### src/design/wwpi_pkg.sv
// Shared types, constants and datapath command codes for the weighted walk block.
// No dependencies; every other design file except wwpi_ram imports this package.
package wwpi_pkg;

   localparam int NODE_W    = 10;
   localparam int MAX_NODES = 1024;
   localparam int CNT_W     = 11;
   localparam int MAX_EDGES = 4096;
   localparam int EDGE_AW   = 12;
   localparam int FILL_W    = 13;
   localparam int WEIGHT_W  = 16;
   localparam int PROB_W    = 32;
   localparam int PROB_FRAC = 31;
   localparam int SUM_W     = 32;
   localparam int STEP_W    = 8;
   localparam int PROD_W    = PROB_W + WEIGHT_W;
   localparam int DIV_CNT_W = 6;
   localparam int BANK_AW   = NODE_W + 1;
   localparam int CSR_W     = 11;

   localparam logic [1:0] MODE_LOAD  = 2'd0;
   localparam logic [1:0] MODE_QUERY = 2'd1;
   localparam logic [1:0] MODE_READ  = 2'd2;

   localparam logic [1:0] ST_OK    = 2'd0;
   localparam logic [1:0] ST_FULL  = 2'd1;
   localparam logic [1:0] ST_ORDER = 2'd2;
   localparam logic [1:0] ST_EMPTY = 2'd3;

   localparam logic CSR_STEP_LIMIT = 1'b0;
   localparam logic CSR_NODE_COUNT = 1'b1;

   localparam logic [STEP_W-1:0]    STEP_LIMIT_RESET = STEP_W'(10);
   localparam logic [CNT_W-1:0]     NODE_COUNT_RESET = CNT_W'(MAX_NODES);
   localparam logic [CNT_W-1:0]     NODE_LIMIT_MAX   = CNT_W'(MAX_NODES);
   localparam logic [FILL_W-1:0]    EDGE_LIMIT       = FILL_W'(MAX_EDGES);
   localparam logic [PROB_W-1:0]    PROB_ONE         = PROB_W'(1) << PROB_FRAC;
   localparam logic [DIV_CNT_W-1:0] DIV_LAST         = DIV_CNT_W'(PROD_W - 1);

   typedef enum logic [4:0] {
      OP_NONE,
      OP_LOAD,
      OP_NOREAD,
      OP_QSTART,
      OP_CLEAR_ALL,
      OP_CLEAR_PROB,
      OP_SEED,
      OP_LEVEL,
      OP_NEXT_LEVEL,
      OP_RD_LIST,
      OP_RD_NODE,
      OP_NODE,
      OP_RD_EDGE,
      OP_EDGE,
      OP_DIV_STEP,
      OP_ACC,
      OP_RD_LIST_OUT,
      OP_RD_PROB_OUT,
      OP_OUT_QUERY,
      OP_OUT_READ
   } op_type;

   typedef struct packed {
      op_type op;
   } cmd_type;

   typedef struct packed {
      logic clear_last;
      logic bad_start;
      logic walk_end;
      logic nodes_done;
      logic node_skip;
      logic edges_done;
      logic tgt_bad;
      logic div_last;
   } stat_type;

   typedef struct packed {
      logic [1:0]          mode;
      logic [NODE_W-1:0]   edge_source;
      logic [NODE_W-1:0]   edge_target;
      logic [WEIGHT_W-1:0] edge_weight;
      logic [NODE_W-1:0]   start_node;
   } req_type;

   typedef struct packed {
      logic [NODE_W-1:0] node_id;
      logic [PROB_W-1:0] probability;
      logic [CNT_W-1:0]  result_count;
      logic              last;
      logic [1:0]        status;
   } rsp_type;

endpackage

### src/design/wwpi_ctrl.sv
// Controller: sequences loads, memory clears, the level/node/edge walk and readout.
// Depends on wwpi_pkg; drives the datapath through cmd_type and reads stat_type.
module wwpi_ctrl import wwpi_pkg::*; (
   input  logic       clock,
   input  logic       reset,
   input  logic       req_valid,
   input  logic [1:0] req_mode,
   output logic       req_stall,
   output logic       rsp_valid,
   input  logic       rsp_stall,
   input  stat_type   stat,
   output cmd_type    cmd
);

   typedef enum logic [3:0] {
      S_CLR_RST,
      S_IDLE,
      S_CLR_Q,
      S_SEED,
      S_LEVEL,
      S_NODE_CHK,
      S_NODE_RD,
      S_NODE_CAP,
      S_EDGE_CHK,
      S_EDGE_CAP,
      S_DIV,
      S_ACC,
      S_OUT_RD,
      S_RESP_Q,
      S_RESP_R
   } state_type;

   state_type state_ff;
   state_type state_in;
   logic      rsp_valid_ff;
   logic      rsp_valid_in;
   logic      out_free;
   op_type    op;

   assign out_free  = !rsp_valid_ff || !rsp_stall;
   assign req_stall = !((state_ff == S_IDLE) && out_free);

   always_comb begin
      op       = OP_NONE;
      state_in = state_ff;
      case (state_ff)
         S_CLR_RST: begin
            op = OP_CLEAR_ALL;
            if (stat.clear_last) begin
               state_in = S_IDLE;
            end
         end
         S_IDLE: begin
            if (req_valid && out_free) begin
               case (req_mode)
                  MODE_LOAD: op = OP_LOAD;
                  MODE_QUERY: begin
                     op       = OP_QSTART;
                     state_in = S_CLR_Q;
                  end
                  MODE_READ: begin
                     op       = OP_RD_LIST_OUT;
                     state_in = S_OUT_RD;
                  end
                  default: op = OP_NOREAD;
               endcase
            end
         end
         S_CLR_Q: begin
            op = OP_CLEAR_PROB;
            if (stat.clear_last) begin
               state_in = S_SEED;
            end
         end
         S_SEED: begin
            if (stat.bad_start) begin
               state_in = S_RESP_Q;
            end else begin
               op       = OP_SEED;
               state_in = S_LEVEL;
            end
         end
         S_LEVEL: begin
            if (stat.walk_end) begin
               state_in = S_RESP_Q;
            end else begin
               op       = OP_LEVEL;
               state_in = S_NODE_CHK;
            end
         end
         S_NODE_CHK: begin
            if (stat.nodes_done) begin
               op       = OP_NEXT_LEVEL;
               state_in = S_LEVEL;
            end else begin
               op       = OP_RD_LIST;
               state_in = S_NODE_RD;
            end
         end
         S_NODE_RD: begin
            op       = OP_RD_NODE;
            state_in = S_NODE_CAP;
         end
         S_NODE_CAP: begin
            op       = OP_NODE;
            state_in = stat.node_skip ? S_NODE_CHK : S_EDGE_CHK;
         end
         S_EDGE_CHK: begin
            if (stat.edges_done) begin
               state_in = S_NODE_CHK;
            end else begin
               op       = OP_RD_EDGE;
               state_in = S_EDGE_CAP;
            end
         end
         S_EDGE_CAP: begin
            op       = OP_EDGE;
            state_in = stat.tgt_bad ? S_EDGE_CHK : S_DIV;
         end
         S_DIV: begin
            op = OP_DIV_STEP;
            if (stat.div_last) begin
               state_in = S_ACC;
            end
         end
         S_ACC: begin
            op       = OP_ACC;
            state_in = S_EDGE_CHK;
         end
         S_OUT_RD: begin
            op       = OP_RD_PROB_OUT;
            state_in = S_RESP_R;
         end
         S_RESP_Q: begin
            if (out_free) begin
               op       = OP_OUT_QUERY;
               state_in = S_IDLE;
            end
         end
         S_RESP_R: begin
            if (out_free) begin
               op       = OP_OUT_READ;
               state_in = S_IDLE;
            end
         end
         default: state_in = S_IDLE;
      endcase
   end

   // set on a result load, drop once the consumer takes the transfer
   always_comb begin
      if ((op == OP_LOAD) || (op == OP_NOREAD) || (op == OP_OUT_QUERY)
          || (op == OP_OUT_READ)) begin
         rsp_valid_in = 1'b1;
      end else begin
         rsp_valid_in = rsp_valid_ff && rsp_stall;
      end
   end

   always_ff @(posedge clock) begin
      if (reset) begin
         state_ff     <= S_CLR_RST;
         rsp_valid_ff <= 1'b0;
      end else begin
         state_ff     <= state_in;
         rsp_valid_ff <= rsp_valid_in;
      end
   end

   assign cmd.op    = op;
   assign rsp_valid = rsp_valid_ff;

endmodule

### config.mk
export PLATFORM = sky130hd
export DESIGN_NAME = wwpi_ctrl
export DESIGN_NICKNAME = d
export VERILOG_FILES = /design/src/design/wwpi_pkg.sv /design/src/design/wwpi_ctrl.sv
export SDC_FILE = /design/constraint.sdc
export NUM_CORES = 1
export LEC_CHECK = 0
export BUFFER_PORTS_ARGS = -buffer_cell sky130_fd_sc_hd__buf_2
export CORE_AREA = 4 4 56 58
export CTS_CLUSTER_DIAMETER = 30
export DETAILED_ROUTE_END_ITERATION = 8
export DIE_AREA = 0 0 60 62
export SYNTH_ARGS = -nofsm -noshare
export SYNTH_HDL_FRONTEND = slang
export SYNTH_SLANG_ARGS = --single-unit
### constraint.sdc
create_clock -name clock -period 1.9 [get_ports clock]
set_input_delay 0.38 -clock clock [delete_from_list [all_inputs] [get_ports clock]]
set_output_delay 0.38 -clock clock [all_outputs]
set_load 0.02 [all_outputs]
==> results of run 1 <==
final timing paths:
check	slack (ps)	endpoint	startpoint	cells after the start
worst max-delay path	-110	cmd[1]	state_ff[2]	4
worst min-delay path	400	state_ff[0]	reset	2
worst max register to register	30	rsp_valid	state_ff[3]	7
worst min register to register	680	state_ff[0]	state_ff[0]	3
state kept, by name, summed over array words and instances, names as in the netlist:
name,flops
rsp_valid,1
state_ff,4
critical path: stages, from the launching register on:
cell,delay (ps)
dfxtp_4,360
or4bb_1,560
a21oi_4,170
a2111o_1,170
buf_6,130
where the power goes:
group          total, mW  internal, mW  switching, mW
sequential         0.153         0.125         0.0272
clock              0.117        0.0790         0.0377
combinational      0.583         0.287          0.296
total              0.852         0.492          0.361
area by class of cell:
cell class | count | share of cell area (%)
Sequential cell | 5 | 9.51
Inverter | 6 | 1.92
Clock buffer | 4 | 2.24
Tap cell | 31 | 3.31
Multi-Input combinational cell | 84 | 56.5
Timing Repair Buffer | 42 | 26.5
repair_timing:
item,4_1_cts,5_1_grt
pin swaps,7,1
gates resized for setup,25,7
setup buffers,4,1
endpoints found under the setup margin,5,9
cloned,0,0
per-layer routing:
metal / routed length [um] / vias up / GRT usage [%]
met3: 118 / 6 / 2.27
met2: 1490 / 39 / 28.1
met4: 44 / 0 / 7.28
met5: 0 / - / 0
met1: 1160 / 465 / 18.6
li1: - / 466 / -
kinds of logic (layout without fill, tap and decap cells):
family	after synthesis	after routing	share of synthesized area [%]
flip-flops	5	5	13.1
XOR/XNOR	4	4	4.59
buffers and inverters	14	52	9.67
multiplexers	2	2	2.62
AND/OR/NAND/NOR	43	43	35.1
AO/OA/AOI/OAI	35	35	34.9
layout by cell type, fill, tap and decap left out, types with 3 or more instances in the layout:
master and count:
a21oi_1 7, a31oi_1 3, buf_2 16, buf_4 19, buf_6 6, clkbuf_4 3, dfxtp_2 3, inv_1 6
nand2_1 6, nand2b_1 4, nor2_1 7, nor2b_1 3, o21ai_0 4, xnor2_1 3
stage by stage:
| step | hold slack [ps] | utilization [%] |
|---|---|---|
| finish | 404 | 44.0 |
| global route | 409 | 44.0 |
| CTS | 394 | 42.6 |
| detailed placement | 662 | 36.7 |
| global placement | 656 | 36.7 |
| floorplan | 449 | - |
==> flow_metrics.py, run 1 <==
metrics = {
    "run_status": {
        "outcome": "finished, violations left",
        "violations": "setup timing",
    },
    "worst_setup_path": {
        "critPathMaxFanout": 7,
        "crit_path_end_kind": "output port",
        "worstPathArrival_ps": 1630,
        "required_ps": 1520,
        "worstSetupStartpointType": "flop",
        "path_class": "flop to output port",
    },
    "yosys": {
        "yosys_most_used_dff": "dfxtp_1",
        "synth_area_leaders": "dfxtp_1 (13%), a21oi_1 (5.2%), nand2b_1 (4.9%)",
        "syn_inst": 103,
        "yosysUniqueCellTypes": 47,
        "synth_edf_count": 0,
        "synth.avg_cell_area_um2": 7.41,
        "yosys_warnings": 0,
        "synth.cells.most_frequent": "a21oi_1 (8), nor2_1 (8), inv_1 (6), nand2_1 (6), nand2b_1 (6)",
        "ys_ff_latch": 5,
        "yosysTopAreaCell": "dfxtp_1",
        "syn_area_um2": 763,
        "ys_seq_area_share_pct": 13.1,
        "syn_nets": 117,
        "synth-async-reset-ratio_pct": 0,
        "synth_top_cell_area_share_pct": 13.1,
    },
    "floorplan": {
        "start_util_pct": 28.7,
        "fp.dieW_um": 60,
        "coreArea_mm2": 0.00266,
        "io_pins": 21,
        "rows": 19,
        "die_area_mm2": 0.00372,
        "die_h_um": 62,
    },
    "placement": {
        "post-dp-hpwl_um": 1950,
        "dpl-instance-area_um2": 978,
        "dp_cells": 163,
        "post-place-ws_ps": -19.5,
        "gp_congestion": 0.855,
        "io_buffers": 20,
    },
    "sta": {
        "setup_viol": 4,
        "drv_slew": 0,
        "min_period_ps": 2010,
        "rsz0062_at_grt": "yes",
        "worst_pin_slew_ps": 606,
        "fin_ws_ps": -109,
        "skew_ps": 1.37,
        "final.setup.tns_ps": -322,
        "finalHoldViolCount": 0,
        "period_share_pct": 106,
        "max_freq_ghz": 0.498,
        "max-slew-margin-rel_pct": 59.3,
    },
    "detailed_routing": {
        "wl_per_cell_um": 16.3,
        "post-route-drc-count": 0,
        "drt_wl_total_um": 2810,
        "via_per_inst": 5.67,
        "ant_nets": 0,
        "dr.pass1.iters": 4,
        "num_vias": 976,
        "drtIter0Drc": 36,
    },
    "min_path": {
        "min_path_type": "primary input to flop",
    },
    "grt": {
        "track_usage_pct": 15.8,
        "grt_pass1_vias": 961,
        "grt_pass1_wl_um": 4400,
        "antenna_found_initial": 0,
        "gr-total-overflow": 0,
        "grt_max_degree": 16,
    },
    "cells_and_area": {
        "drive_above_1_share_pct": 47.5,
        "fill_cells": 277,
        "multi_input_area_um2": 662,
        "final_design_area_no_fill_mm2": 0.00117,
        "ff_latch_area_um2": 111,
        "diodes": 0,
        "stdcell_count": 172,
        "synthToLayoutAreaGrowth_pct": 53.4,
        "nets": 156,
    },
    "cts": {
        "clock_latency_ps": 240,
        "root_buffer": "clkbuf_4",
        "cts_hold_buf": 0,
        "cts.sinks": 5,
        "clk_pin_slew_ps": 40,
        "cts_tree": "done",
        "cts_max_level": 1,
        "cts_made_buffers": 3,
        "clockBufferDepth": 2,
    },
    "job": {
        "maxCapViolCount": 0,
    },
    "power": {
        "power.density_mw_per_mm2": 728,
        "power_mw": 0.852,
        "leakage_nw": 0.498,
        "ir_worst_vdd_v": 0.000557,
    },
}
Power figures use the tool's default switching activity.
==> inputs of run 2 (changes only) <==
--- a/config.mk
+++ b/config.mk
@@ -7,9 +7,10 @@
 export LEC_CHECK = 0
 export BUFFER_PORTS_ARGS = -buffer_cell sky130_fd_sc_hd__buf_2
-export CORE_AREA = 4 4 56 58
+export CORE_AREA = 5 5 57 59
 export CTS_CLUSTER_DIAMETER = 30
 export DETAILED_ROUTE_END_ITERATION = 8
-export DIE_AREA = 0 0 60 62
+export DIE_AREA = 0 0 62 64
 export SYNTH_ARGS = -nofsm -noshare
 export SYNTH_HDL_FRONTEND = slang
 export SYNTH_SLANG_ARGS = --single-unit
+export TNS_END_PERCENT = 5
==> constraint.sdc (replaced) <==
create_clock -name clock -period 1.9 [get_ports clock]
set_input_delay 0.285 -clock clock [delete_from_list [all_inputs] [get_ports clock]]
set_output_delay 0.285 -clock clock [all_outputs]
set_load 0.02 [all_outputs]
==> flow_metrics.py, run 2 (synthesis results as in run 1) <==
metrics = {
    "run_status": {
        "outcome": "finished, violations left",
        "violations": "setup timing",
    },
    "floorplan": {
        "rows": 19,
        "io_pins": 21,
        "start_util_pct": 28.7,
        "coreArea_mm2": 0.00266,
        "die_area_mm2": 0.00397,
        "fp.dieW_um": 62,
        "die_h_um": 64,
    },
    "cells_and_area": {
        "diodes": 0,
        "nets": 146,
        "layout_common_cells": "buf_2 (16), buf_4 (11), nor2_1 (8)",
        "final_common_cell": "buf_2",
        "drive_above_1_share_pct": 38.9,
        "top_register": "state_ff",
        "synthToLayoutAreaGrowth_pct": 38.4,
        "largest_register_ffs": 4,
        "final_design_area_no_fill_mm2": 0.00106,
    },
    "cts": {
        "cts.sinks": 5,
        "clockBufferDepth": 2,
        "cts_made_buffers": 3,
        "clock_latency_ps": 240,
        "cts_tree": "done",
        "clk_pin_slew_ps": 50,
        "cts_max_level": 1,
        "root_buffer": "clkbuf_4",
    },
    "grt": {
        "grt_pass1_vias": 862,
        "track_usage_pct": 12.8,
        "grt_max_degree": 18,
        "antenna_found_initial": 0,
        "gr-total-overflow": 0,
        "grt_pass1_wl_um": 4050,
    },
    "worst_setup_path": {
        "path_cells": "or4b_4, a21oi_4, a2111o_1, buf_6",
        "reg2reg_depth": 7,
        "crit_path_end_kind": "output port",
        "worstPathArrival_ps": 1650,
        "critPathTopFamily": "simple AND/OR/NAND/NOR gates",
        "cp_slowest_cell": "or4b_4",
        "critPathMaxStageDelay_ps": 580,
        "path_class": "flop to output port",
        "critical_path_buf_inv_count": 1,
        "r2r-end": "rsp_valid",
        "r2r_setup_slack_ps": 0,
        "r2r-start": "state_ff[0]",
        "required_ps": 1620,
        "worstSetupStartpointType": "flop",
        "critPathMaxFanout": 8,
    },
    "power": {
        "power.density_mw_per_mm2": 762,
        "ir_worst_vdd_v": 0.000578,
        "leakage_nw": 0.442,
        "p_comb_share_pct": 65.7,
        "p_switching_mw": 0.342,
        "p_int_mw": 0.462,
        "p_clk_share_pct": 15.2,
        "swShare_pct": 42.5,
        "seq_power_share_pct": 19.2,
    },
    "detailed_routing": {
        "ant_nets": 0,
        "post-route-drc-count": 0,
        "via_per_inst": 5.65,
        "drt_wl_total_um": 2480,
        "dr.pass1.iters": 4,
        "wl_per_cell_um": 15.3,
        "num_vias": 916,
        "drtIter0Drc": 17,
    },
    "placement": {
        "post-place-ws_ps": -24.8,
        "dpl-instance-area_um2": 943,
        "io_buffers": 20,
        "post-dp-hpwl_um": 1850,
        "gp_congestion": 0.924,
    },
    "sta": {
        "finalHoldViolCount": 0,
        "max-slew-margin-rel_pct": 62.1,
        "rsz0062_at_grt": "yes",
        "min_period_ps": 1940,
        "worst_pin_slew_ps": 563,
        "fin_ws_ps": -38.7,
        "setup_viol": 3,
        "period_share_pct": 102,
        "max_freq_ghz": 0.516,
        "drv_slew": 0,
        "skew_ps": 7.62,
    },
    "min_path": {
        "worstHoldEndpoint": "state_ff[0]",
        "min_path_cells": 2,
        "holdCritStartpoint": "reset",
        "min_path_type": "primary input to flop",
    },
    "job": {
        "maxCapViolCount": 0,
    },
}
## run 2: changes by cell type in the layout (fill, tap and decap cells not counted), moves of 2 or more
cell / before / now
buf_6: 6 / 3
nand2b_4: 2 / 0
buf_4: 19 / 11
nand2b_1: 4 / 6
## run 2: area by class of cell
type	instances	area, um2
flip-flops and latches	5	114
inverters	6	22.5
clock buffers	4	26.3
fillers	286	1610
repair buffers	32	236
multi-input cells	84	618
well taps	31	38.8
## run 2: worst max path at each step
stage                     cells past startpoint  slack, ps   startpoint     endpoint
after floorplan                               5         30    rsp_valid    rsp_valid
after global placement                        6         20  state_ff[3]  state_ff[1]
after detailed placement                      6        -20  state_ff[3]  state_ff[1]
after CTS                                     5         -4  state_ff[0]       cmd[1]
after global routing                          4        -90  state_ff[1]       cmd[1]
final                                         4        -40  state_ff[1]       cmd[1]
## run 2: what timing repair did
item / 4_1_cts / 5_1_grt
gates resized for setup: 14 / 6
setup endpoints to repair: 5 / 7
hold buffers: 0 / 0
pin swaps: 4 / 1
setup buffers: 3 / 0
## run 2: stage by stage
step | util (%) | std cells | hold WS, ps | total power, mW | setup TNS (ps)
after floorplan | - | 103 | 354 | 0.463 | 0
after global placement | 35.4 | 155 | 550 | 0.614 | 0
after detailed placement | 35.4 | 155 | 545 | 0.621 | -24.8
after CTS | 38.8 | 162 | 284 | 0.790 | -4.80
after global routing | 39.7 | 162 | 306 | 0.860 | -268
final | 39.7 | 162 | 298 | 0.804 | -60.2
## run 2: layer usage
metal	vias up	wire length [um]	track usage (%)
li1	446	-	-
met1	440	1130	19.2
met2	30	1230	19.7
met3	0	122	0.604
met4	0	0	3.18
met5	-	0	0
## run 2: power by group through the flow
stage	Sequential (mW)	Combinational, mW	Clock [mW]
after floorplan	0.135	0.328	0
after global placement	0.149	0.466	0
after detailed placement	0.150	0.470	0
after CTS	0.151	0.512	0.127
after global routing	0.157	0.569	0.133
final	0.154	0.528	0.122
==> inputs of run 3 (changes only) <==
Settings changed: CELL_PAD_IN_SITES_DETAIL_PLACEMENT set to 2, CELL_PAD_IN_SITES_GLOBAL_PLACEMENT set to 2, CORE_AREA 5 5 57 59 to 5 5 59 61, DIE_AREA 0 0 62 64 to 0 0 64 66, PLACE_DENSITY_LB_ADDON set to 0.1.
==> flow_metrics.py, run 3 (synthesis results as in run 1) <==
metrics = {
    "sta": {
        "period_share_pct": 101,
        "worst_pin_slew_ps": 368,
        "skew_ps": 7.29,
        "fin_ws_ps": -25.6,
        "finalHoldViolCount": 0,
        "drv_slew": 0,
        "max_freq_ghz": 0.519,
        "max-slew-margin-rel_pct": 75.2,
        "setup_viol": 3,
        "min_period_ps": 1930,
        "rsz0062_at_grt": "yes",
    },
    "cts": {
        "cts.sinks": 5,
        "clockBufferDepth": 2,
        "clock_latency_ps": 240,
        "cts_hold_buf": 0,
        "cts_made_buffers": 3,
        "clk_pin_slew_ps": 40,
        "cts_tree": "done",
        "cts_max_level": 1,
        "root_buffer": "clkbuf_4",
    },
    "placement": {
        "dp_cells": 163,
        "io_buffers": 20,
        "gp_congestion": 0.805,
        "dpl-instance-area_um2": 978,
        "post-place-ws_ps": -22.8,
        "post-dp-hpwl_um": 2580,
    },
    "floorplan": {
        "start_util_pct": 26.1,
        "fp.dieW_um": 64,
        "io_pins": 21,
        "rows": 20,
        "coreArea_mm2": 0.00293,
        "die_area_mm2": 0.00422,
        "die_h_um": 66,
    },
    "cells_and_area": {
        "ff_latch_area_um2": 114,
        "layout_common_cells": "buf_4 (21), buf_2 (16), nor2_1 (8)",
        "stdcell_count": 175,
        "nets": 157,
        "final_common_cell": "buf_4",
        "drive_above_1_share_pct": 47.2,
        "diodes": 0,
        "top_register": "state_ff",
        "fill_cells": 331,
        "multi_input_area_um2": 651,
        "largest_register_ffs": 4,
        "synthToLayoutAreaGrowth_pct": 53.6,
        "final_design_area_no_fill_mm2": 0.00117,
    },
    "job": {
        "maxCapViolCount": 0,
    },
    "grt": {
        "antenna_found_initial": 0,
        "track_usage_pct": 16.4,
        "gr-total-overflow": 0,
        "grt_pass1_vias": 1090,
        "grt_pass1_wl_um": 5510,
        "grt_max_degree": 13,
    },
    "power": {
        "p_clk_share_pct": 12.9,
        "power.density_mw_per_mm2": 794,
        "p_switching_mw": 0.395,
        "p_int_mw": 0.536,
        "leakage_nw": 0.503,
        "swShare_pct": 42.4,
        "p_comb_share_pct": 70.3,
        "ir_worst_vdd_v": 0.000414,
        "seq_power_share_pct": 16.8,
    },
    "worst_setup_path": {
        "crit_path_end_kind": "output port",
        "required_ps": 1620,
        "critPathMaxFanout": 5,
        "worstSetupStartpointType": "flop",
        "path_class": "flop to output port",
        "r2r_setup_slack_ps": 20,
        "worstPathArrival_ps": 1640,
    },
    "run_status": {
        "violations": "setup timing",
        "outcome": "finished, violations left",
    },
    "detailed_routing": {
        "ant_nets": 0,
        "via_per_inst": 5.52,
        "dr.pass1.iters": 4,
        "drtIter0Drc": 20,
        "num_vias": 966,
        "wl_per_cell_um": 19.0,
        "drt_wl_total_um": 3330,
        "post-route-drc-count": 0,
    },
    "min_path": {
        "min_path_type": "primary input to flop",
    },
}
[run 3: path summary, 6_finish.rpt]
path / to / start / cells past startpoint
min: state_ff[1] / reset / 2
max: cmd[2] / state_ff[1] / 5
min reg2reg: rsp_valid / rsp_valid / 2
max reg2reg: rsp_valid / state_ff[0] / 7
[run 3: final cells by class]
class                      instances  share of cell area [%]
inverter                           6                    1.92
sequential                         5                    9.71
tap                               33                    3.52
clock buffer                       4                    2.24
multi-input combinational         84                    55.5
timing repair buffer              43                    27.1
[run 3: routing by layer]
metal | GRT usage (%) | share of wire (%) | up-vias
met5 | 0 | 0 | -
met4 | 3.12 | 0 | 0
met3 | 0.850 | 1.4 | 0
met2 | 31.2 | 53 | 12
met1 | 20.1 | 46 | 485
li1 | - | - | 469
[run 3: repair_timing]
item,4_1_cts,5_1_grt
buffers inserted,8,0
gates resized for setup,25,4
endpoints found under the setup margin,6,8
pin swaps,6,1
[run 3: metrics by stage]
stage	hold WS, ps	TNS (ps)	util (%)	power [mW]
final	303	-58.8	40.0	0.931
after global routing	313	-331	40.0	1.00
after CTS	295	-61.4	39.6	0.916
after detailed placement	565	-35.7	33.4	0.659
after floorplan	354	0	-	0.463
after global placement	542	0	33.4	0.645
[run 3: power groups by stage]
stage / sequential (mW) / clock [mW] / combinational [mW]
2_1_floorplan: 0.135 / 0 / 0.328
3_3_place_gp: 0.145 / 0 / 0.500
3_5_place_dp: 0.148 / 0 / 0.511
4_1_cts: 0.155 / 0.130 / 0.631
5_1_grt: 0.158 / 0.139 / 0.703
6_report: 0.157 / 0.120 / 0.655
[run 3: critical path, cell delays in order (launching register included)]
cell	delay, ps
dfxtp_4	380
buf_12	110
or4bb_1	450
a21oi_4	180
a31o_2	160
buf_6	120
